--- config.mk ---
export PLATFORM = sky130hd
export DESIGN_NAME = salc_queue
export DESIGN_NICKNAME = d
export VERILOG_FILES = /design/src/salc_pkg.sv /design/src/salc_queue.sv
export SDC_FILE = /design/constraint.sdc
export NUM_CORES = 1
export LEC_CHECK = 0
export BUFFER_PORTS_ARGS = -buffer_cell sky130_fd_sc_hd__buf_2
export CORE_MARGIN = 2
export CORE_UTILIZATION = 25
export CTS_CLUSTER_DIAMETER = 30
export DETAILED_ROUTE_END_ITERATION = 10
export GPL_ROUTABILITY_DRIVEN = 1
export PLACE_DENSITY = 0.44
export SYNTH_ARGS = -nofsm -noshare
export SYNTH_HDL_FRONTEND = slang
export SYNTH_SLANG_ARGS = --single-unit
--- constraint.sdc ---
create_clock -name clock -period 6.6 [get_ports clock]
set_clock_uncertainty 0.15 [all_clocks]
set_input_delay 1.98 -clock clock [delete_from_list [all_inputs] [get_ports clock]]
set_output_delay 1.98 -clock clock [all_outputs]
set_load 0.03 [all_outputs]
--- src/salc_pkg.sv ---
package salc_pkg;

   localparam int SALC_MAX_SET_BITS = 6;
   localparam int SALC_MAX_WAYS     = 8;
   localparam int SET_FIELD_W       = 12;   // widest set index any build can use
   localparam int QUEUE_DEPTH       = 2;

   // access kinds on the request word
   localparam logic [1:0] ACT_LOAD   = 2'd0;
   localparam logic [1:0] ACT_MODIFY = 2'd1;
   localparam logic [1:0] ACT_IFETCH = 2'd2;

   // result outcome codes
   localparam logic [1:0] OUT_HIT    = 2'd0;
   localparam logic [1:0] OUT_FILL   = 2'd1;
   localparam logic [1:0] OUT_EVICT  = 2'd2;
   localparam logic [1:0] OUT_IGNORE = 2'd3;

   // register indexes
   localparam logic [1:0] CSR_SET_BITS   = 2'd0;
   localparam logic [1:0] CSR_BLOCK_BITS = 2'd1;
   localparam logic [1:0] CSR_WAYS       = 2'd2;

   typedef struct packed {
      logic [2:0] set_bits;
      logic [4:0] block_bits;
      logic [3:0] ways;
   } cfg_type;

   // classified access handed from front to back
   typedef struct packed {
      logic [1:0]             kind;
      logic [31:0]            tag;
      logic [SET_FIELD_W-1:0] set;
   } entry_type;

   typedef struct packed {
      logic        valid;
      logic [31:0] tag;
      logic [31:0] age;
   } line_type;

endpackage

--- src/salc_queue.sv ---
module salc_queue
   import salc_pkg::*;
(
   input  logic      clock,
   input  logic      reset,
   input  logic      in_valid,
   output logic      in_ready,
   input  entry_type in_entry,
   output logic      out_valid,
   input  logic      out_ready,
   output entry_type out_entry
);

   localparam int PTR_W = (QUEUE_DEPTH > 1) ? $clog2(QUEUE_DEPTH) : 1;
   localparam int CNT_W = $clog2(QUEUE_DEPTH + 1);

   entry_type        slot_ff [QUEUE_DEPTH];
   logic [PTR_W-1:0] wptr_ff, wptr_in;
   logic [PTR_W-1:0] rptr_ff, rptr_in;
   logic [CNT_W-1:0] count_ff, count_in;
   logic             push, pop;

   assign in_ready  = (32'(count_ff) < QUEUE_DEPTH);
   assign out_valid = (count_ff != '0);
   assign out_entry = slot_ff[rptr_ff];
   assign push      = in_valid && in_ready;
   assign pop       = out_valid && out_ready;

   always_comb begin
      wptr_in  = wptr_ff;
      rptr_in  = rptr_ff;
      count_in = count_ff;
      if (push)
         wptr_in = (32'(wptr_ff) == QUEUE_DEPTH - 1) ? '0 : wptr_ff + 1'b1;
      if (pop)
         rptr_in = (32'(rptr_ff) == QUEUE_DEPTH - 1) ? '0 : rptr_ff + 1'b1;
      if (push && !pop)
         count_in = count_ff + 1'b1;
      else if (pop && !push)
         count_in = count_ff - 1'b1;
   end

   always_ff @(posedge clock) begin
      if (reset) begin
         wptr_ff  <= '0;
         rptr_ff  <= '0;
         count_ff <= '0;
      end else begin
         wptr_ff  <= wptr_in;
         rptr_ff  <= rptr_in;
         count_ff <= count_in;
      end
      if (push)
         slot_ff[wptr_ff] <= in_entry;
   end

endmodule

=== Word-level counts from Yosys, hierarchy flattened ===
Memories as Yosys holds them, arrays and structs flattened. A register that Yosys moved wholly into a read port is not among the register bits.
Cells that the tools add are included.

* Add/subtract/negate cells: 4
* Reduce and logical (&&, ||, !) cells: 8
* Order comparisons: 1
* Mux-type cells: 8

{| class="wikitable"
|+ Operator list
! operator !! number
|-
| $mux W1 || 6
|-
| $logic_and A1 B1 Y1 || 4
|-
| $mux W2 || 2
|-
| $reduce_bool A2 Y1 || 2
|-
| $add A1 B1 Y1 const B || 2
|-
| $add A2 B1 Y2 const B || 1
|-
| $logic_not A1 Y1 || 2
|-
| $lt A2 B2 Y1 const B || 1
|-
| $sub A2 B1 Y2 const B || 1
|}

* RAM bits: 92
* Output and inout bits: 48
* Memories kept: 1
* Flip-flop bits (word level): 4
* Word-level logic and storage cells: 25

{| class="wikitable"
|+ Memory list
! name !! words !! width !! read ports !! clocked after Yosys merged registers in !! wr ports !! RTL line !! source
|-
| slot_ff || 2 || 46 || 1 || 1 || 1 || salc_queue.sv:17 || <nowiki>entry_type slot_ff [QUEUE_DEPTH];</nowiki>
|}

=== Depth between registers and ports, before layout ===
Gate-level depths: netlist of the first run.

* Depth after elaboration: 6
* Gate-level depth with buffers: 5
* Depth with buffers taken out: 5

=== Least setup slack after synthesis of the first run ===
No wires, ideal clock.

* Path type: input to register
* Start point: input in_valid
* End point: memory slot_ff[0][0] (netlist name), enable pin
* Slack: 1.760 ns
* Required time: 5.995 ns
* Stages: 2
* Library setup time: 0.455 ns
* Arrival time: 4.235 ns
* Cell sequence: and2b_1 > nor2b_1

* Word-level cells in the longest chain between the ends: 3

{| class="wikitable"
|+ Ends and longest elaborated chain
! item !! RTL line !! source
|-
| from (decl) || salc_queue.sv:6 || <nowiki>input logic in_valid,</nowiki>
|-
| $logic_and A1 B1 Y1 || salc_queue.sv:26 || <nowiki>assign push = in_valid && in_ready;</nowiki>
|-
| $mux W1 || salc_queue.sv:53 || <nowiki>if (push)</nowiki>
|-
| $mux W1 (implied by the code) || salc_queue.sv:54 || <nowiki>slot_ff[wptr_ff] <= in_entry;</nowiki>
|-
| to (decl) || salc_queue.sv:17 ||
|}

Every way passes these cells.

==> flow_metrics.tcl, run 1 <==
set metrics [dict create \
    reg2reg_slack_ps 4340 \
    pre_cts_ws_ps 2630 \
    grt_use_total_pct 9.00 \
    setup_ws_ps 2420 \
    fillers 1397 \
    synthMuxAreaShare_pct 14.6 \
    timing.rr.start "count_ff[1]$_SDFFE_PP0P_" \
    ff_latch_area_um2 2860 \
    worstMarginPinSlew_ps 761 \
    ys_types 17 \
    holdWs_ps 371 \
    vdd.ir_drop.worst_mv 0.194 \
    multiInputGateArea_um2 637 \
    min_period_ps 4180 \
    setup_tns_ps 0 \
    p_leak_nw 1.66 \
    synth_compound_area_share_pct 0.423 \
    cp-start-kind "flop" \
    clk_pin_slew_worst_paths_ps 60 \
    status "completed" \
    synth_nets 217 \
    fin_nets 323 \
    crit_chain "buf_4 > mux2_2 > buf_2" \
    core_um2 13900 \
    ys_warn_count 0 \
    clk_path_buf_depth 2 \
    path_buf_inv 2 \
    syn_to_final_growth_pct 27.4 \
    grt_pass1_wl_um 9470 \
    drt-total-wl_um 6540 \
    grt_overflow 0 \
    rows 43 \
    vias 1830 \
    ios 98 \
    hold_buffers 0 \
    critPathKind "flop to output pin" \
    cts_root_buffer "clkbuf_16" \
    finalSetupViolCount 0 \
    post-route-util_pct 32.5 \
    hold_viol 0 \
    dr.first_iter.drc_count 82 \
    synthAdderAreaFrac_pct 0.353 \
    clock-sinks 97 \
    fp.dieW_um 123 \
    antenna_found_initial 0 \
    critical_path.reg2reg.endpoint "slot_ff[0][45]$_DFFE_PP_" \
    powerDensity_nw_per_um2 425 \
    cts_resized 0 \
    yosys.area_share.simple_pct 1.34 \
    crit_path_max_incr_delay_ps 580 \
    timing.final.crit_share_pct 63.3 \
    cpMaxStageDelayCell "dfxtp_2" \
    io_buffers 97 \
    die_area_um2 15200 \
    synth_area_per_cell_um2 21.4 \
    cts_inserted_buffers 9 \
    fmax_mhz 240 \
    cts_max_level 3 \
    via_per_inst 4.00 \
    slew_violations 0 \
    end_kind "output pin" \
    cts_setup_buffers 0 \
    layout-drive-gt1-share_pct 58.5 \
    synth_top_family_by_area "multiplexers" \
    hold_path_class "flop to flop" \
    placed_cell_area_um2 4240 \
    relSlewSlack_pct 49.1 \
    drc_errors 0 \
    crit_required_ps 4470 \
    grt_pass1_vias 1808 \
    synth_seq_cells 97 \
    grt_start_max_net_pins 33 \
    syn_area_um2 3550 \
    dpl.hpwl_um 4130 \
    start_util_pct 25.6 \
    drv_cap 0 \
    reg2reg_depth 3 \
    antenna_cells 0 \
    endpoint "out_entry[25]" \
    ant_nets 0 \
    finalInstanceArea_um2 4520 \
    cp.arrival_ps 2050 \
    hp-start "rptr_ff$_SDFFE_PP0P_" \
    avgRoutedWirePerCell_um 14.3 \
    crit_cells 3 \
    cpLargestDelayFamily "buffers and inverters" \
    first_pass_iters 4 \
    rsz0062_at_grt "no" \
    synthCells 166 \
    worst-path-max-fanout 32 \
    synthXorXnorAreaFrac_pct 0.988 \
    place_congestion 0.636 \
    cts_tree "built" \
    die_y_um 123 \
    ys_seq_area_share_pct 80.7 \
    insertion_delay_ps 340 \
]
==> worst reg2reg max path: cells and delay by family (launching register included) <==
family | cells | cell delay, ps
buf+inv | 1 | 470
flops | 1 | 350
simple gates | 2 | 950
==> report_power, final <==
group / switching, mW / internal, mW / leakage, nW
Clock: 0.209 / 0.291 / 0.138
Sequential: 0.0381 / 0.794 / 0.899
Combinational: 0.385 / 0.204 / 0.622
==> how the worst min path moves through the flow <==
stage / to / slack (ps) / depth (start not counted)
3_3_place_gp: rptr_ff$_SDFFE_PP0P_ / 340 / 2
4_1_cts: rptr_ff$_SDFFE_PP0P_ / 370 / 2
2_1_floorplan: flop / 320 / 2
3_5_place_dp: rptr_ff$_SDFFE_PP0P_ / 350 / 2
6_report: rptr_ff$_SDFFE_PP0P_ / 370 / 2
5_1_grt: rptr_ff$_SDFFE_PP0P_ / 440 / 2
==> flip-flops by register name, summed over array words and instances, names as in the netlist, named ones only <==
signal	cells
wptr_ff	1
rptr_ff	1
slot_ff	92
count_ff	2
==> stage by stage <==
| stage | power, mW | instances |
|---|---|---|
| after detailed placement | 1.45 | 441 |
| after global placement | 1.44 | 441 |
| after floorplan | 1.29 | 166 |
| final | 1.92 | 457 |
| after global routing | 2.02 | 457 |
| after CTS | 1.96 | 457 |
==> synthesized netlist by cell type <==
library cell	instances	area share, %
nor2b_1	1	0.18
and2_1	1	0.18
dfxtp_1	5	2.8
inv_1	1	0.11
mux2_2	46	15
edfxtp_1	92	78
xnor2_1	1	0.25
buf_6	4	1.3
nor2_1	4	0.42
xor2_1	3	0.74
a21oi_1	1	0.14
buf_4	1	0.21
o21ai_0	2	0.28
ha_1	1	0.35
and2b_1	1	0.21
or3_1	1	0.18
or2_2	1	0.18
==> final cells by class <==
| class | count | share of cell area, % |
|---|---|---|
| repair buffers | 100 | 11.2 |
| inverters | 1 | 0.0831 |
| multi-input cells | 63 | 14.1 |
| clock buffers | 12 | 5.23 |
| flip-flops and latches | 97 | 63.4 |
| clock inverters | 4 | 0.969 |
| well taps | 180 | 4.98 |
==> logic make-up after synthesis <==
kind of cell | after synthesis
muxes | 46
adders and majority gates | 1
buffers and inverters | 6
and+or+nand+nor | 9
xor gates and xnor gates | 4
DFF | 97
AOI/OAI and AO/OA | 3
==> metal layers <==
| metal | vias to the layer above | GRT usage (%) | share of wire [%] |
|---|---|---|---|
| met4 | 0 | 6.18 | 2.4 |
| met1 | 900 | 10.5 | 43 |
| met5 | - | 0 | 0 |
| met2 | 60 | 13.8 | 48 |
| li1 | 860 | - | - |
| met3 | 10 | 3.37 | 6.8 |
==> layout by cell type, fill, tap and decap left out, drive strengths merged <==
cell	count
a21oi	1
and2	1
and2b	1
buf	100
bufinv	1
clkbuf	12
clkinv	3
dfxtp	5
edfxtp	92
ha	1
inv	1
mux2	46
nor2	4
nor2b	1
o21ai	2
or2	1
or3	1
xnor2	1
xor2	3
Note: power is estimated with default switching activity, not from simulation.
==> run 2: changes to the inputs <==
--- a/config.mk
+++ b/config.mk
@@ -5,6 +5,7 @@
 export SDC_FILE = /design/constraint.sdc
 export NUM_CORES = 1
 export LEC_CHECK = 0
+export ABC_AREA = 1
 export BUFFER_PORTS_ARGS = -buffer_cell sky130_fd_sc_hd__buf_2
 export CORE_MARGIN = 2
 export CORE_UTILIZATION = 25
==> constraint.sdc (replaced) <==
create_clock -name clock -period 4.3 [get_ports clock]
set_clock_uncertainty 0.15 [all_clocks]
set_input_delay 1.29 -clock clock [delete_from_list [all_inputs] [get_ports clock]]
set_output_delay 1.29 -clock clock [all_outputs]
set_load 0.03 [all_outputs]
==> flow_metrics.tcl, run 2 <==
set metrics [dict create \
    timing.rr.start "count_ff[1]$_SDFFE_PP0P_" \
    via_per_inst 4.01 \
    fmax_mhz 299 \
    cts_root_buffer "clkbuf_16" \
    synthArstFlopShare_pct 0 \
    insertion_delay_ps 330 \
    fillers 1448 \
    ys_top_cells_by_count "edfxtp_1 (92), mux2_4 (40), inv_1 (8), nand2_1 (8)" \
    switching_share_pct 32.5 \
    grt_pass1_vias 2018 \
    cp.arrival_ps 1900 \
    p_leak_nw 1.81 \
    synth_area_per_cell_um2 21.1 \
    drc_errors 0 \
    design_power_total_mw 2.90 \
    synth_most_common_cell "edfxtp_1" \
    endpoint "out_entry[20]" \
    timing.final.crit_share_pct 77.7 \
    ys_warn_count 0 \
    cts_tree "built" \
    layout-drive-gt1-share_pct 55.1 \
    rsz0062_at_grt "no" \
    combPwrFrac_pct 30.8 \
    yosysTopAreaCell "edfxtp_1" \
    largest_register_ff_count 92 \
    rows 44 \
    powerDensity_nw_per_um2 619 \
    seqPwrFrac_pct 45.5 \
    grt_overflow 0 \
    slew_violations 0 \
    antenna_cells 0 \
    dpl.hpwl_um 4110 \
    synth-main-ff-cell "edfxtp_1" \
    cts_max_level 3 \
    ff_latch_area_um2 2870 \
    cts_inserted_buffers 9 \
    end_kind "output pin" \
    ys_seq_area_share_pct 76.3 \
    drt-total-wl_um 6530 \
    io_buffers 97 \
    critical_path.reg2reg.endpoint "slot_ff[0][24]$_DFFE_PP_" \
    fp.dieW_um 127 \
    power_frac_clock_pct 23.7 \
    cts_resized 0 \
    syn_area_um2 3750 \
    worst-path-max-fanout 46 \
    die_y_um 127 \
    reg2reg_slack_ps 2360 \
    first_pass_iters 3 \
    synth_top_area_share_pct 73.6 \
    synth_seq_cells 97 \
    layout_common_cells "buf_2 (97), edfxtp_1 (92), mux2_4 (40), clkbuf_16 (9)" \
    crit_required_ps 2860 \
    regMostFlops "slot_ff" \
    place_congestion 0.621 \
    drv_cap 0 \
    core_um2 14600 \
    cts_setup_buffers 0 \
    synth_nets 229 \
    grt_pass1_wl_um 10400 \
    layout_commonest_cell "buf_2" \
    antenna_found_initial 0 \
    avgRoutedWirePerCell_um 13.9 \
    status "completed" \
    finalSetupViolCount 0 \
    p_sw_uw 942 \
    clk_pin_slew_worst_paths_ps 60 \
    hold_buffers 0 \
    fin_nets 335 \
    die_area_um2 16000 \
    critPathKind "flop to output pin" \
    worstMarginPinSlew_ps 890 \
    synth.area.top_cells "edfxtp_1 (74%), mux2_4 (16%), dfxtp_1 (2.7%)" \
    relSlewSlack_pct 40.7 \
    setup_tns_ps 0 \
    ys_types 15 \
    ios 98 \
    syn_to_final_growth_pct 24.6 \
    synth_edf_count 92 \
    vdd.ir_drop.worst_mv 0.215 \
    reg2reg_depth 4 \
    hold_path_class "flop to flop" \
    ant_nets 0 \
    internal_power_mw 1.95 \
    clk_path_buf_depth 2 \
    cp-start-kind "flop" \
    hold_viol 0 \
    vias 1888 \
    clock-sinks 97 \
    min_period_ps 3340 \
    dr.first_iter.drc_count 85 \
    start_util_pct 25.7 \
    grt_use_total_pct 8.71 \
    reg_top3 "slot_ff (92), count_ff (2)" \
    multiInputGateArea_um2 785 \
    synthCells 178 \
    grt_start_max_net_pins 47 \
]
==> run 2: changes by cell type in the layout (fill, tap and decap cells not counted), sizes merged, moves of 2 or more <==
| cell | delta |
|---|---|
| nand2 | +8 |
| xor2 | -3 |
| nor2 | +2 |
| nand3 | +2 |
| inv | +7 |
==> run 2: area by class of cell <==
class | count | area share [%]
clock buffers | 12 | 5.06
clock inverters | 2 | 0.161
inverters | 8 | 0.642
multi-input cells | 68 | 16.8
flip-flops and latches | 97 | 61.3
well taps | 184 | 4.92
repair buffers | 100 | 11.1
==> run 2: metal layers <==
layer  routed length, µm  global-route usage (%)  up-vias
met4                 143                    4.85        0
met1                2780                    10.2      930
met5                   0                       0        -
met2                3180                    13.9       59
met3                 418                    3.12       10
li1                    -                       -      889
==> run 2: per-stage QoR <==
stage / setup slack (ps) / hold WS [ps] / cell area (µm²) / utilization (%) / cells
global placement: 1290 / 333 / 4430 / 30.4 / 457
CTS: 897 / 347 / 4680 / 32.0 / 471
global route: 849 / 399 / 4680 / 32.0 / 471
finish: 959 / 344 / 4680 / 32.0 / 471
detailed placement: 1270 / 332 / 4430 / 30.4 / 457
floorplan: 352 / 315 / 3750 / - / 178
==> run 2: logic make-up after synthesis <==
family,synth area share [%]
flip-flops,76.3
adder cells (fa/ha/maj),0.333
AND/OR/NAND/NOR,1.97
multiplexers,17.8
buffers and inverters,3.23
AO/OA/AOI/OAI,0.400
==> run 2: worst min path at each step <==
stage                              start                    to  slack, ps  cells after the start
CTS                 rptr_ff$_SDFFE_PP0P_                  flop        350                      2
detailed placement  rptr_ff$_SDFFE_PP0P_                  flop        330                      2
floorplan           rptr_ff$_SDFFE_PP0P_                  flop        310                      2
global route        rptr_ff$_SDFFE_PP0P_  rptr_ff$_SDFFE_PP0P_        400                      2
global placement    rptr_ff$_SDFFE_PP0P_  rptr_ff$_SDFFE_PP0P_        330                      2
finish              rptr_ff$_SDFFE_PP0P_                  flop        340                      2
==> run 2: critical path, cell delays in order (launching register included) <==
cell and delay [ps]:
dfxtp_4 930, mux2_2 420, buf_2 180
==> run 2: power by group through the flow <==
stage	clock network (mW)	logic, mW	registers [mW]
detailed placement	0	0.911	1.34
floorplan	0	0.768	1.27
finish	0.687	0.892	1.32
CTS	0.727	0.914	1.32
global placement	0	0.907	1.34
global route	0.756	0.962	1.34
