**src/salc_pkg.sv**
```systemverilog
package salc_pkg;

   localparam int SALC_MAX_SET_BITS = 6;
   localparam int SALC_MAX_WAYS     = 8;
   localparam int SET_FIELD_W       = 12;   // widest set index any build can use
   localparam int QUEUE_DEPTH       = 2;

   // access kinds on the request word
   localparam logic [1:0] ACT_LOAD   = 2'd0;
   localparam logic [1:0] ACT_MODIFY = 2'd1;
   localparam logic [1:0] ACT_IFETCH = 2'd2;

   // result outcome codes
   localparam logic [1:0] OUT_HIT    = 2'd0;
   localparam logic [1:0] OUT_FILL   = 2'd1;
   localparam logic [1:0] OUT_EVICT  = 2'd2;
   localparam logic [1:0] OUT_IGNORE = 2'd3;

   // register indexes
   localparam logic [1:0] CSR_SET_BITS   = 2'd0;
   localparam logic [1:0] CSR_BLOCK_BITS = 2'd1;
   localparam logic [1:0] CSR_WAYS       = 2'd2;

   typedef struct packed {
      logic [2:0] set_bits;
      logic [4:0] block_bits;
      logic [3:0] ways;
   } cfg_type;

   // classified access handed from front to back
   typedef struct packed {
      logic [1:0]             kind;
      logic [31:0]            tag;
      logic [SET_FIELD_W-1:0] set;
   } entry_type;

   typedef struct packed {
      logic        valid;
      logic [31:0] tag;
      logic [31:0] age;
   } line_type;

endpackage

```
**src/salc_ifs.sv**
```systemverilog
interface salc_req_if;
   logic        valid;
   logic        ready;
   logic [1:0]  action;
   logic [31:0] address;
   modport source (output valid, action, address, input ready);
   modport sink   (input valid, action, address, output ready);
endinterface


```
**src/salc_front.sv**
```systemverilog
module salc_front
   import salc_pkg::*;
#(
   parameter int MAX_SET_BITS = SALC_MAX_SET_BITS
) (
   salc_req_if.sink  req,
   input  cfg_type   cfg,
   input  logic      clearing,
   output logic      q_valid,
   input  logic      q_ready,
   output entry_type q_entry
);

   logic [3:0]  sb_eff;
   logic [5:0]  pos;
   logic [31:0] set_mask;
   logic [31:0] max_mask;
   logic [31:0] set_raw;

   assign req.ready = !clearing && q_ready;
   assign q_valid   = req.valid && !clearing;

   always_comb begin
      sb_eff   = (32'(cfg.set_bits) > MAX_SET_BITS) ? 4'(MAX_SET_BITS) : 4'(cfg.set_bits);
      pos      = 6'(sb_eff) + 6'(cfg.block_bits);
      max_mask = (32'd1 << MAX_SET_BITS) - 32'd1;
      // index and offset covering the whole word: tag is zero, index takes all above offset
      set_mask = (pos >= 6'd32) ? '1 : ((32'd1 << sb_eff) - 32'd1);
      set_raw  = req.address >> cfg.block_bits;

      q_entry.tag  = (pos >= 6'd32) ? 32'd0 : (req.address >> pos[4:0]);
      q_entry.set  = SET_FIELD_W'(set_raw & set_mask & max_mask);
      case (req.action)
         ACT_MODIFY: q_entry.kind = ACT_MODIFY;
         ACT_IFETCH: q_entry.kind = ACT_IFETCH;
         default:    q_entry.kind = ACT_LOAD;   // spare code acts as load/store
      endcase
   end

endmodule

```
**src/flat_wrapper.sv**
```systemverilog
// flat-port wrapper written by rule: the top's interface ports become plain ports
module salc_front_flat import salc_pkg::*;
#(
   parameter int MAX_SET_BITS = SALC_MAX_SET_BITS
)
  (cfg, clearing, q_valid, q_ready, q_entry, req_valid, req_action, req_address, req_ready);
  salc_req_if req_i ();
  input  cfg_type cfg;
  input  logic clearing;
  output logic q_valid;
  input  logic q_ready;
  output entry_type q_entry;
  input wire logic [$bits(req_i.valid)-1:0] req_valid;
  input wire logic [$bits(req_i.action)-1:0] req_action;
  input wire logic [$bits(req_i.address)-1:0] req_address;
  output wire logic [$bits(req_i.ready)-1:0] req_ready;
  assign req_i.valid = req_valid;
  assign req_i.action = req_action;
  assign req_i.address = req_address;
  assign req_ready = req_i.ready;
  salc_front #(.MAX_SET_BITS(MAX_SET_BITS)) u_core (.req(req_i), .cfg(cfg), .clearing(clearing), .q_valid(q_valid), .q_ready(q_ready), .q_entry(q_entry));
endmodule
```
**config.mk**
```make
export PLATFORM = sky130hd
export DESIGN_NAME = salc_front_flat
export DESIGN_NICKNAME = d
export VERILOG_FILES = /design/src/salc_pkg.sv /design/src/salc_ifs.sv /design/src/salc_front.sv /design/src/flat_wrapper.sv
export SDC_FILE = /design/constraint.sdc
export NUM_CORES = 1
export LEC_CHECK = 0
export BUFFER_PORTS_ARGS = -buffer_cell sky130_fd_sc_hd__buf_2
export CORE_MARGIN = 2
export CORE_UTILIZATION = 30
export DETAILED_ROUTE_END_ITERATION = 10
export GPL_ROUTABILITY_DRIVEN = 0
export GPL_TIMING_DRIVEN = 0
export PLACE_DENSITY = 0.54
export SLEW_MARGIN = 20
export SYNTH_ARGS = -nofsm -noshare
export SYNTH_HDL_FRONTEND = slang
export SYNTH_SLANG_ARGS = --single-unit
```
**constraint.sdc**
```tcl
create_clock -name vclk -period 3.7
set_clock_uncertainty 0.05 [all_clocks]
set_input_delay 0.74 -clock vclk [all_inputs]
set_output_delay 0.74 -clock vclk [all_outputs]
set_load 0.02 [all_outputs]
```
Word-level counts from Yosys, hierarchy flattened
Cells that the tools add are included.

storage, ports and cells
  output and inout bits = 48
  register bits after elaboration = 0

cells by class
  reduce and logical (&&, ||, !) cells = 3
  add/sub/neg operators = 2
  multiplexer cells = 4
  bitwise logic cells = 1
  order comparisons = 2
  shift-type cells = 3
  equal/unequal tests = 2

operator list
  cell                                              number
  2-to-1 mux 32 bit                                 1
  >> shifter 32 x 5 -> 32 bit                       1
  >> shifter 32 x 5 -> 6 bit                        1
  adder 4 x 5 -> 6 bit                              1
  AND 6 bit                                         1
  >= comparator 6 bit, second input constant        1
  2-to-1 mux 6 bit                                  1
  left shift 1 x 4 -> 6 bit, first input constant   1
  subtractor 6 x 1 -> 6 bit, second input constant  1
  one-hot mux 2 bit (2 select lines)                1
  > comparator 3 bit, second input constant         1
  2-to-1 mux 3 bit                                  1
  == test 2 x 1 -> 1 bit, second input constant     1
  == test 2 bit, second input constant              1
  logical AND 1 bit                                 2
  zero test 1 bit                                   1

Depth between registers and ports, before layout
Gate-level depths: netlist (run 1).

  depth in word-level cells = 6
  mapped depth = 13
  depth with buffers taken out = 10

Least setup slack after synthesis (run 1)
No wires, ideal clock.

  kind = input to output
  start = input port cfg[5] in the netlist's numbering
  end = output port q_entry[12] in the netlist's numbering
  arrival = 3.367 ns
  stages = 10
  slack = -0.457 ns
  path through = buf_2 > clkinv_1 > fa_1 > buf_6 > buf_6 > buf_2 > mux2i_1 > inv_1 > mux4_1 > o22ai_1

RTL lines
  item             line                text
  start, declared  flat_wrapper.sv:8   input cfg_type cfg;
  end, declared    flat_wrapper.sv:12  output entry_type q_entry;

==> results.yml, run 1 <==
setup_path:
  path_common_cell: "buf_12"
  cp_max_fo: 6
  critPathTopFamily: "adder cells"
  slowest_stage: "fa_2"
  worstPathCellList: "buf_12 > nand2_8 > and2_4 > ha_4 > inv_2 > fa_2 > buf_12 > buf_12 > mux4_2 > mux2i_1 > o21ai_1 > o211ai_1 > o221ai_2 > buf_4"
  critical-path-max-stage-delay_ns: 0.59
  cp.required_ns: 2.91
  cp.depth: 14
  crit_path_end_kind: "output pin"
  cp_data_arrival_time_ns: 3.36
  crit_type: "primary input to output pin"
  crit_buf_inv: 5
  startpoint_type: "primary input"
min_path:
  min_path_type: "primary input to output pin"
  min_path_cells: 3
timing:
  slew_viol_final: 0
  hold_violations: 0
  clock.fmax_ghz: 0.241
  tightest_slew_ns: 0.766
  setup_viol_count_final: 32
  min_period_ns: 4.15
  rsz0062_at_grt: "yes"
  setup_slack_ns: -0.452
  fin_crit_sh: 1.12
  slew_headroom: 0.486
grt:
  grt_pass1_vias: 3754
  grt_max_degree: 11
  grt_remaining_overflow: 0
  grt_pass1_wl_microns: 20700
  track_usage: 0.219
  antenna_found_initial: 0
detailed_routing:
  routed_via_density: 6.05
  postRouteAntennaNets: 0
  dr.pass1.iters: 5
  drc: 0
  drt_wl_total_microns: 13200
  drt_iter0_markers: 321
  dr_total_vias: 3851
  wl_per_cell_microns: 20.7
yosys:
  synth_mux_area_frac: 0.540
  synthCells: 383
  synth-xor-area-share: 0.00526
  yosys.area_share.simple: 0.167
  yosysUniqueCellTypes: 51
  synthAdderAreaFrac: 0.0173
  synth.avg_cell_area_sq_um: 8.69
  netlist_area_sq_um: 3330
  synth-compound-area-share: 0.179
  yosysWarnings: 0
  synth_largest_area_cell: "mux4_2"
  ys_seq_area_frac: 0
  synth_top_family_by_area: "multiplexers"
  synth.area.top_cells: "mux4_2 28%, mux2i_1 14%, mux2_2 6.4%"
  yosys.area.top_type_share: 0.277
placement:
  port_buffers: 87
  place_hpwl_microns: 10400
  place_area_sq_um: 4240
  place_inst: 615
clock_tree:
  holdBufCountCts: 0
floorplanning:
  dieArea_sq_um: 12000
  ioPinCount: 97
  die_y_microns: 109
  die_w_microns: 109
  start_util: 0.307
  core_sq_um: 10800
  rows: 38
finish:
  seqCellArea_sq_um: 0
  final_cells: 637
  seq_cells: 0
  antennaDiodeCount: 0
  nets: 552
  final_cell_area_sq_um: 4900
  layout-drive-gt1-share: 0.563
  nFillCells: 1052
  syn2layout_area_growth_pct: 47.3
  nClkBuffers: 0
power:
  power_mw: 1.34
  power.density_nw_per_um2: 274
  p_leak_nw: 2.03
  peakVddDrop_v: 0.000157
job:
  maxCapViolCount: 0
status:
  violations: "setup timing"
  status: "finished with violations"
worst paths after layout:
path                  slack [ns]     startpoint          end
worst min-delay path        1.69  req_action[0]  q_entry[45]
worst max-delay path       -0.45        cfg[10]  q_entry[18]
cells in the mapped netlist (2+ instances only):
| cell | instances |
|---|---|
| a211oi_1 | 5 |
| a21oi_1 | 15 |
| a221o_1 | 2 |
| a22oi_1 | 5 |
| a311oi_1 | 3 |
| and2_1 | 6 |
| and3_1 | 5 |
| buf_1 | 2 |
| buf_2 | 9 |
| buf_4 | 13 |
| buf_6 | 4 |
| clkbuf_1 | 13 |
| clkinv_1 | 2 |
| ha_1 | 3 |
| inv_1 | 8 |
| mux2_2 | 19 |
| mux2i_1 | 45 |
| mux4_1 | 8 |
| mux4_2 | 41 |
| nand2_1 | 52 |
| nand3_1 | 9 |
| nand3b_1 | 2 |
| nor2_1 | 27 |
| nor2b_1 | 8 |
| nor3_1 | 9 |
| nor4_1 | 2 |
| o211ai_1 | 6 |
| o21a_1 | 5 |
| o21ai_0 | 20 |
| o221ai_1 | 9 |
| o22ai_1 | 6 |
layout make-up:
class                           instances  area [sq um]  area share
Tap cell                              140           175      0.0357
Multi-Input combinational cell        336          3530       0.721
Timing Repair Buffer                  110           833       0.170
Buffer                                 41           314      0.0640
Inverter                               10          47.5     0.00970
per-stage QoR:
step           setup TNS, ns   util  setup slack (ns)  hold WS [ns]
5_1_grt               -12.61  0.452            -0.546          1.71
3_3_place_gp          -17.48  0.391            -0.795          1.69
6_report               -9.22  0.452            -0.452          1.69
2_1_floorplan         -0.489      -           -0.0901          1.51
4_1_cts                -8.79  0.441            -0.431          1.69
3_5_place_dp          -17.95  0.391            -0.841          1.69
cells in the final DEF (no fill, tap or decap), drive strengths merged, types with 5 or more instances in the layout:
master | Yosys | final
o22ai | 6 | 6
mux2i | 45 | 45
o221ai | 9 | 9
buf | 29 | 138
nor3 | 9 | 9
nor2 | 27 | 27
a211oi | 5 | 5
mux4 | 49 | 49
clkbuf | 13 | 13
o21a | 5 | 5
conb | 1 | 6
inv | 8 | 8
o211ai | 6 | 6
and3 | 5 | 5
o21ai | 20 | 20
nand3 | 9 | 9
and2 | 6 | 6
mux2 | 19 | 19
nor2b | 8 | 8
nand2 | 52 | 52
a22oi | 5 | 5
a21oi | 15 | 15
cell families after synthesis:
family	Yosys count
AOI/OAI and AO/OA	88
xor gates and xnor gates	2
adders and majority gates	4
buffers and inverters	52
muxes	113
other	1
and+or+nand+nor	123
where the power goes:
group          internal (mW)  switching, mW
combinational          0.627          0.718
sequential                 0              0
clock                      0              0
total                  0.627          0.718
layer usage:
metal  track usage  part of all wire  vias up
li1              -                 -     1738
met1         0.303              0.41     1920
met2         0.385              0.50      187
met3        0.0267             0.081        6
met4       0.00814            0.0049        0
met5             0                 0        -
timing repair:
action                                  in CTS  in global routing
pin swaps                                   26                  9
setup buffers                               14                  8
gates cloned                                 2                  0
endpoints found under the setup margin      32                 32
hold endpoints to repair                     0                  0
resized for setup                           97                 20
Power figures use the tool's default switching activity.
==> inputs of run 2 (changes only) <==
--- a/config.mk
+++ b/config.mk
@@ -12,6 +12,7 @@
 export GPL_ROUTABILITY_DRIVEN = 0
 export GPL_TIMING_DRIVEN = 0
 export PLACE_DENSITY = 0.54
+export SETUP_SLACK_MARGIN = 0.15
 export SLEW_MARGIN = 20
 export SYNTH_ARGS = -nofsm -noshare
 export SYNTH_HDL_FRONTEND = slang
==> results.yml, run 2 (synthesis results as in run 1) <==
grt:
  antenna_found_initial: 0
  grt_pass1_wl_microns: 20000
  grt_max_degree: 11
  grt_remaining_overflow: 0
  grt_pass1_vias: 3678
  track_usage: 0.216
timing:
  tightest_slew_ns: 0.762
  slew_headroom: 0.489
  clock.fmax_ghz: 0.242
  rsz0062_at_grt: "yes"
  fin_crit_sh: 1.12
  hold_violations: 0
  setup_slack_ns: -0.427
  min_period_ns: 4.13
  slew_viol_final: 0
  setup_viol_count_final: 29
setup_path:
  cp_max_fo: 6
  cp.required_ns: 2.91
  cp_data_arrival_time_ns: 3.34
  critPathLaunch: "cfg[10]"
  startpoint_type: "primary input"
  crit_path_end_kind: "output pin"
  worstPathCellList: "buf_12 > nand2_8 > and2_4 > ha_4 > inv_2 > fa_2 > buf_12 > buf_4 > mux4_2 > nand2_1 > a22oi_2 > a211oi_4 > o22ai_4 > buf_6"
  path_common_cell: "buf_12"
  critical-path-max-stage-delay_ns: 0.57
  slowest_stage: "fa_2"
  crit_type: "primary input to output pin"
floorplanning:
  core_sq_um: 10800
  start_util: 0.307
  die_y_microns: 109
  dieArea_sq_um: 12000
  rows: 38
  die_w_microns: 109
  ioPinCount: 97
finish:
  nClkBuffers: 0
  syn2layout_area_growth_pct: 48.4
  nets: 556
  seq_cells: 0
  fin_util: 0.456
  antennaDiodeCount: 0
  final_cell_area_sq_um: 4940
  final_cell_mix: "71 x buf_2, 44 x buf_4, 44 x nand2_1, 42 x mux4_2, 40 x mux2i_1"
  seqCellArea_sq_um: 0
  layout_commonest_cell: "buf_2"
  layout-drive-gt1-share: 0.591
detailed_routing:
  drc: 0
  drt_wl_total_microns: 13200
  dr_total_vias: 3873
  postRouteAntennaNets: 0
  wl_per_cell_microns: 20.6
  dr.pass1.iters: 5
  drt_iter0_markers: 275
  routed_via_density: 6.04
power:
  peakVddDrop_v: 0.000160
  p_leak_nw: 2.04
  power.density_nw_per_um2: 276
clock_tree:
  holdBufCountCts: 0
min_path:
  min_path_type: "primary input to output pin"
  min_from: "req_action[1]"
placement:
  port_buffers: 87
  place_hpwl_microns: 10400
  place_area_sq_um: 4340
status:
  violations: "setup timing"
  status: "finished with violations"
job:
  maxCapViolCount: 0
==> run 2: cell count changes in the layout (fill, tap and decap cells not counted), sizes merged <==
cell  previous run  this run
buf            138       142
==> run 2: layout make-up <==
type / count / area, sq um
inverters: 10 / 43.8
multi-input cells: 336 / 3590
well taps: 140 / 175
plain buffers: 42 / 313
fillers: 1050 / 5900
repair buffers: 113 / 816
==> run 2: metal layers <==
layer / share of wire / wire length, microns / track usage / up-vias
met1: 0.42 / 5500 / 0.301 / 1942
met4: 0.012 / 157 / 0.0380 / 0
met3: 0.072 / 948 / 0.0219 / 13
met2: 0.50 / 6600 / 0.366 / 168
met5: 0 / 0 / 0 / -
li1: - / - / - / 1750
==> run 2: critical path: cells and delay by family <==
kind | cells | cell delay [ns]
AND/OR/NAND/NOR | 3 | 0.31
multiplexers | 1 | 0.56
adder cells (fa/ha/maj) | 2 | 0.70
AO/OA/AOI/OAI | 3 | 0.47
buffers and inverters | 5 | 0.55
==> run 2: final timing paths <==
kind                 endpoint  slack [ns]  depth (start not counted)
hold / removal    q_entry[44]        1.69                          3
setup / recovery  q_entry[13]       -0.43                         14
==> run 2: through the flow <==
stage / cells / setup slack (ns) / power (mW) / hold WS, ns / TNS (ns)
after global placement: 615 / -0.724 / 1.14 / 1.69 / -14.40
after CTS: 631 / -0.415 / 1.28 / 1.69 / -9.91
after floorplan: 388 / -0.0901 / 0.853 / 1.51 / -0.547
final: 641 / -0.427 / 1.36 / 1.69 / -8.36
after global routing: 641 / -0.535 / 1.45 / 1.71 / -10.40
after detailed placement: 615 / -0.762 / 1.14 / 1.69 / -14.77
==> run 2: power by group <==
group | total [mW] | internal [mW] | switching [mW]
registers | 0 | 0 | 0
clock network | 0 | 0 | 0
logic | 1.36 | 0.635 | 0.727
total | 1.36 | 0.635 | 0.727
==> run 2: timing repair <==
action | in CTS | in global routing
endpoints found under the setup margin | 36 | 35
pin swaps | 13 | 10
gates resized for setup | 58 | 44
buffers inserted | 14 | 10
gates cloned | 2 | 0
==> inputs of run 3 (changes only) <==
--- a/config.mk
+++ b/config.mk
@@ -11,7 +11,6 @@
 export DETAILED_ROUTE_END_ITERATION = 10
 export GPL_ROUTABILITY_DRIVEN = 0
 export GPL_TIMING_DRIVEN = 0
-export PLACE_DENSITY = 0.54
 export SETUP_SLACK_MARGIN = 0.15
 export SLEW_MARGIN = 20
 export SYNTH_ARGS = -nofsm -noshare
==> constraint.sdc (replaced) <==
create_clock -name vclk -period 3.7
set_clock_uncertainty 0.05 [all_clocks]
set_input_delay 0.37 -clock vclk [all_inputs]
set_output_delay 0.37 -clock vclk [all_outputs]
set_load 0.02 [all_outputs]
==> results.yml, run 3 (synthesis results as in run 1) <==
grt:
  track_usage: 0.205
  grt_pass1_vias: 3680
  grt_max_degree: 11
  grt_remaining_overflow: 0
  antenna_found_initial: 0
  grt_pass1_wl_microns: 19500
detailed_routing:
  postRouteAntennaNets: 0
  wl_per_cell_microns: 20.1
  drt_wl_total_microns: 12700
  dr_wl_met3_microns: 1090
  dr.pass1.iters: 6
  wl_met2_microns: 6040
  top_layer: "met4"
  drt-met1-wl_microns: 5370
  routed_via_density: 6.11
  drc: 0
  dr_total_vias: 3864
  drt_iter0_markers: 453
status:
  status: "complete, no violations"
power:
  combPwrFrac: 1.000
  peakVddDrop_v: 0.000101
  p_leak_nw: 1.87
  p_seq_frac: 0
  p_int_mw: 0.497
  clkPwrFrac: 0
  p_sw_frac: 0.558
  switching_power_mw: 0.628
  power_mw: 1.12
  power.density_nw_per_um2: 259
setup_path:
  cp_data_arrival_time_ns: 3.03
  crit_path_end_kind: "output pin"
  cp_max_fo: 7
  crit_type: "primary input to output pin"
  critPathLaunch: "cfg[11]"
  startpoint_type: "primary input"
  cp.required_ns: 3.28
  endpoint: "q_entry[13]"
finish:
  nFillCells: 1123
  multi_input_area_sq_um: 3220
  nClkBuffers: 0
  syn2layout_area_growth_pct: 30.3
  seq_cells: 0
  layout_commonest_cell: "buf_2"
  nets: 547
  antennaDiodeCount: 0
  final_cells: 632
  seqCellArea_sq_um: 0
  layout-drive-gt1-share: 0.455
  final_cell_mix: "86 x buf_2, 49 x nand2_1, 44 x mux2i_1, 42 x mux4_2, 35 x buf_4"
timing:
  slew_viol_final: 0
  rsz0062_at_grt: "no"
  clock.fmax_ghz: 0.290
  fin_crit_sh: 0.931
  slew_headroom: 0.546
  min_period_ns: 3.45
  tightest_slew_ns: 0.681
  setup_viol_count_final: 0
  hold_violations: 0
  setup_slack_ns: 0.254
placement:
  place_inst: 615
  place_hpwl_microns: 10000
  place_ws_ns: -0.295
  port_buffers: 87
job:
  maxCapViolCount: 0
clock_tree:
  holdBufCountCts: 0
floorplanning:
  die_y_microns: 109
  rows: 38
  core_sq_um: 10800
  die_w_microns: 109
  dieArea_sq_um: 12000
  ioPinCount: 97
  start_util: 0.307
min_path:
  min_path_type: "primary input to output pin"
==> run 3: per-stage QoR <==
step | cell area (sq um) | utilization | setup TNS (ns) | hold slack [ns]
2_1_floorplan | 3350 | - | 0 | 0.768
3_3_place_gp | 3960 | 0.365 | -2.92 | 0.950
3_5_place_dp | 3960 | 0.365 | -4.79 | 0.953
4_1_cts | 4120 | 0.380 | 0 | 0.955
5_1_grt | 4340 | 0.400 | 0 | 0.971
6_report | 4340 | 0.400 | 0 | 0.952
==> run 3: worst max-delay path, stage by stage <==
cell and delay [ns]:
buf_4 0.13, nand2_4 0.07, and2_4 0.14, ha_4 0.13
inv_1 0.05, fa_2 0.56, buf_8 0.15, buf_12 0.12
buf_4 0.10, mux2_2 0.34, mux4_2 0.52, o22ai_1 0.16
buf_4 0.17
==> run 3: final cells by class <==
| type | count | area share |
|---|---|---|
| multi-input cells | 336 | 0.743 |
| repair buffers | 104 | 0.140 |
| plain buffers | 42 | 0.0664 |
| well taps | 140 | 0.0404 |
| inverters | 10 | 0.0104 |
==> run 3: worst min-delay path by stage <==
stage / from / to / slack, ns / depth (start not counted)
2_1_floorplan: req_action[1] / q_entry[44] / 0.77 / 1
3_3_place_gp: req_action[0] / q_entry[45] / 0.95 / 3
3_5_place_dp: req_action[1] / q_entry[44] / 0.95 / 3
4_1_cts: req_action[1] / q_entry[44] / 0.96 / 3
5_1_grt: clearing / req_ready / 0.97 / 3
6_report: req_action[1] / q_entry[44] / 0.95 / 3
==> run 3: repair_timing <==
item | 4_1_cts | 5_1_grt
setup buffers | 8 | 8
resized for setup | 29 | 33
gates cloned | 0 | 1
endpoints found under the setup margin | 32 | 30
pin swaps | 6 | 7
==> run 3: power groups by stage <==
stage | combinational, mW | sequential (mW) | clock (mW)
2_1_floorplan | 0.702 | 0 | 0
3_3_place_gp | 0.973 | 0 | 0
5_1_grt | 1.20 | 0 | 0
4_1_cts | 1.03 | 0 | 0
6_report | 1.12 | 0 | 0
3_5_place_dp | 0.979 | 0 | 0
==> run 3: per-layer routing <==
metal / GRT usage / up-vias
met5: 0 / -
met2: 0.348 / 248
li1: - / 1724
met4: 0.0217 / 0
met3: 0.0255 / 27
met1: 0.290 / 1865
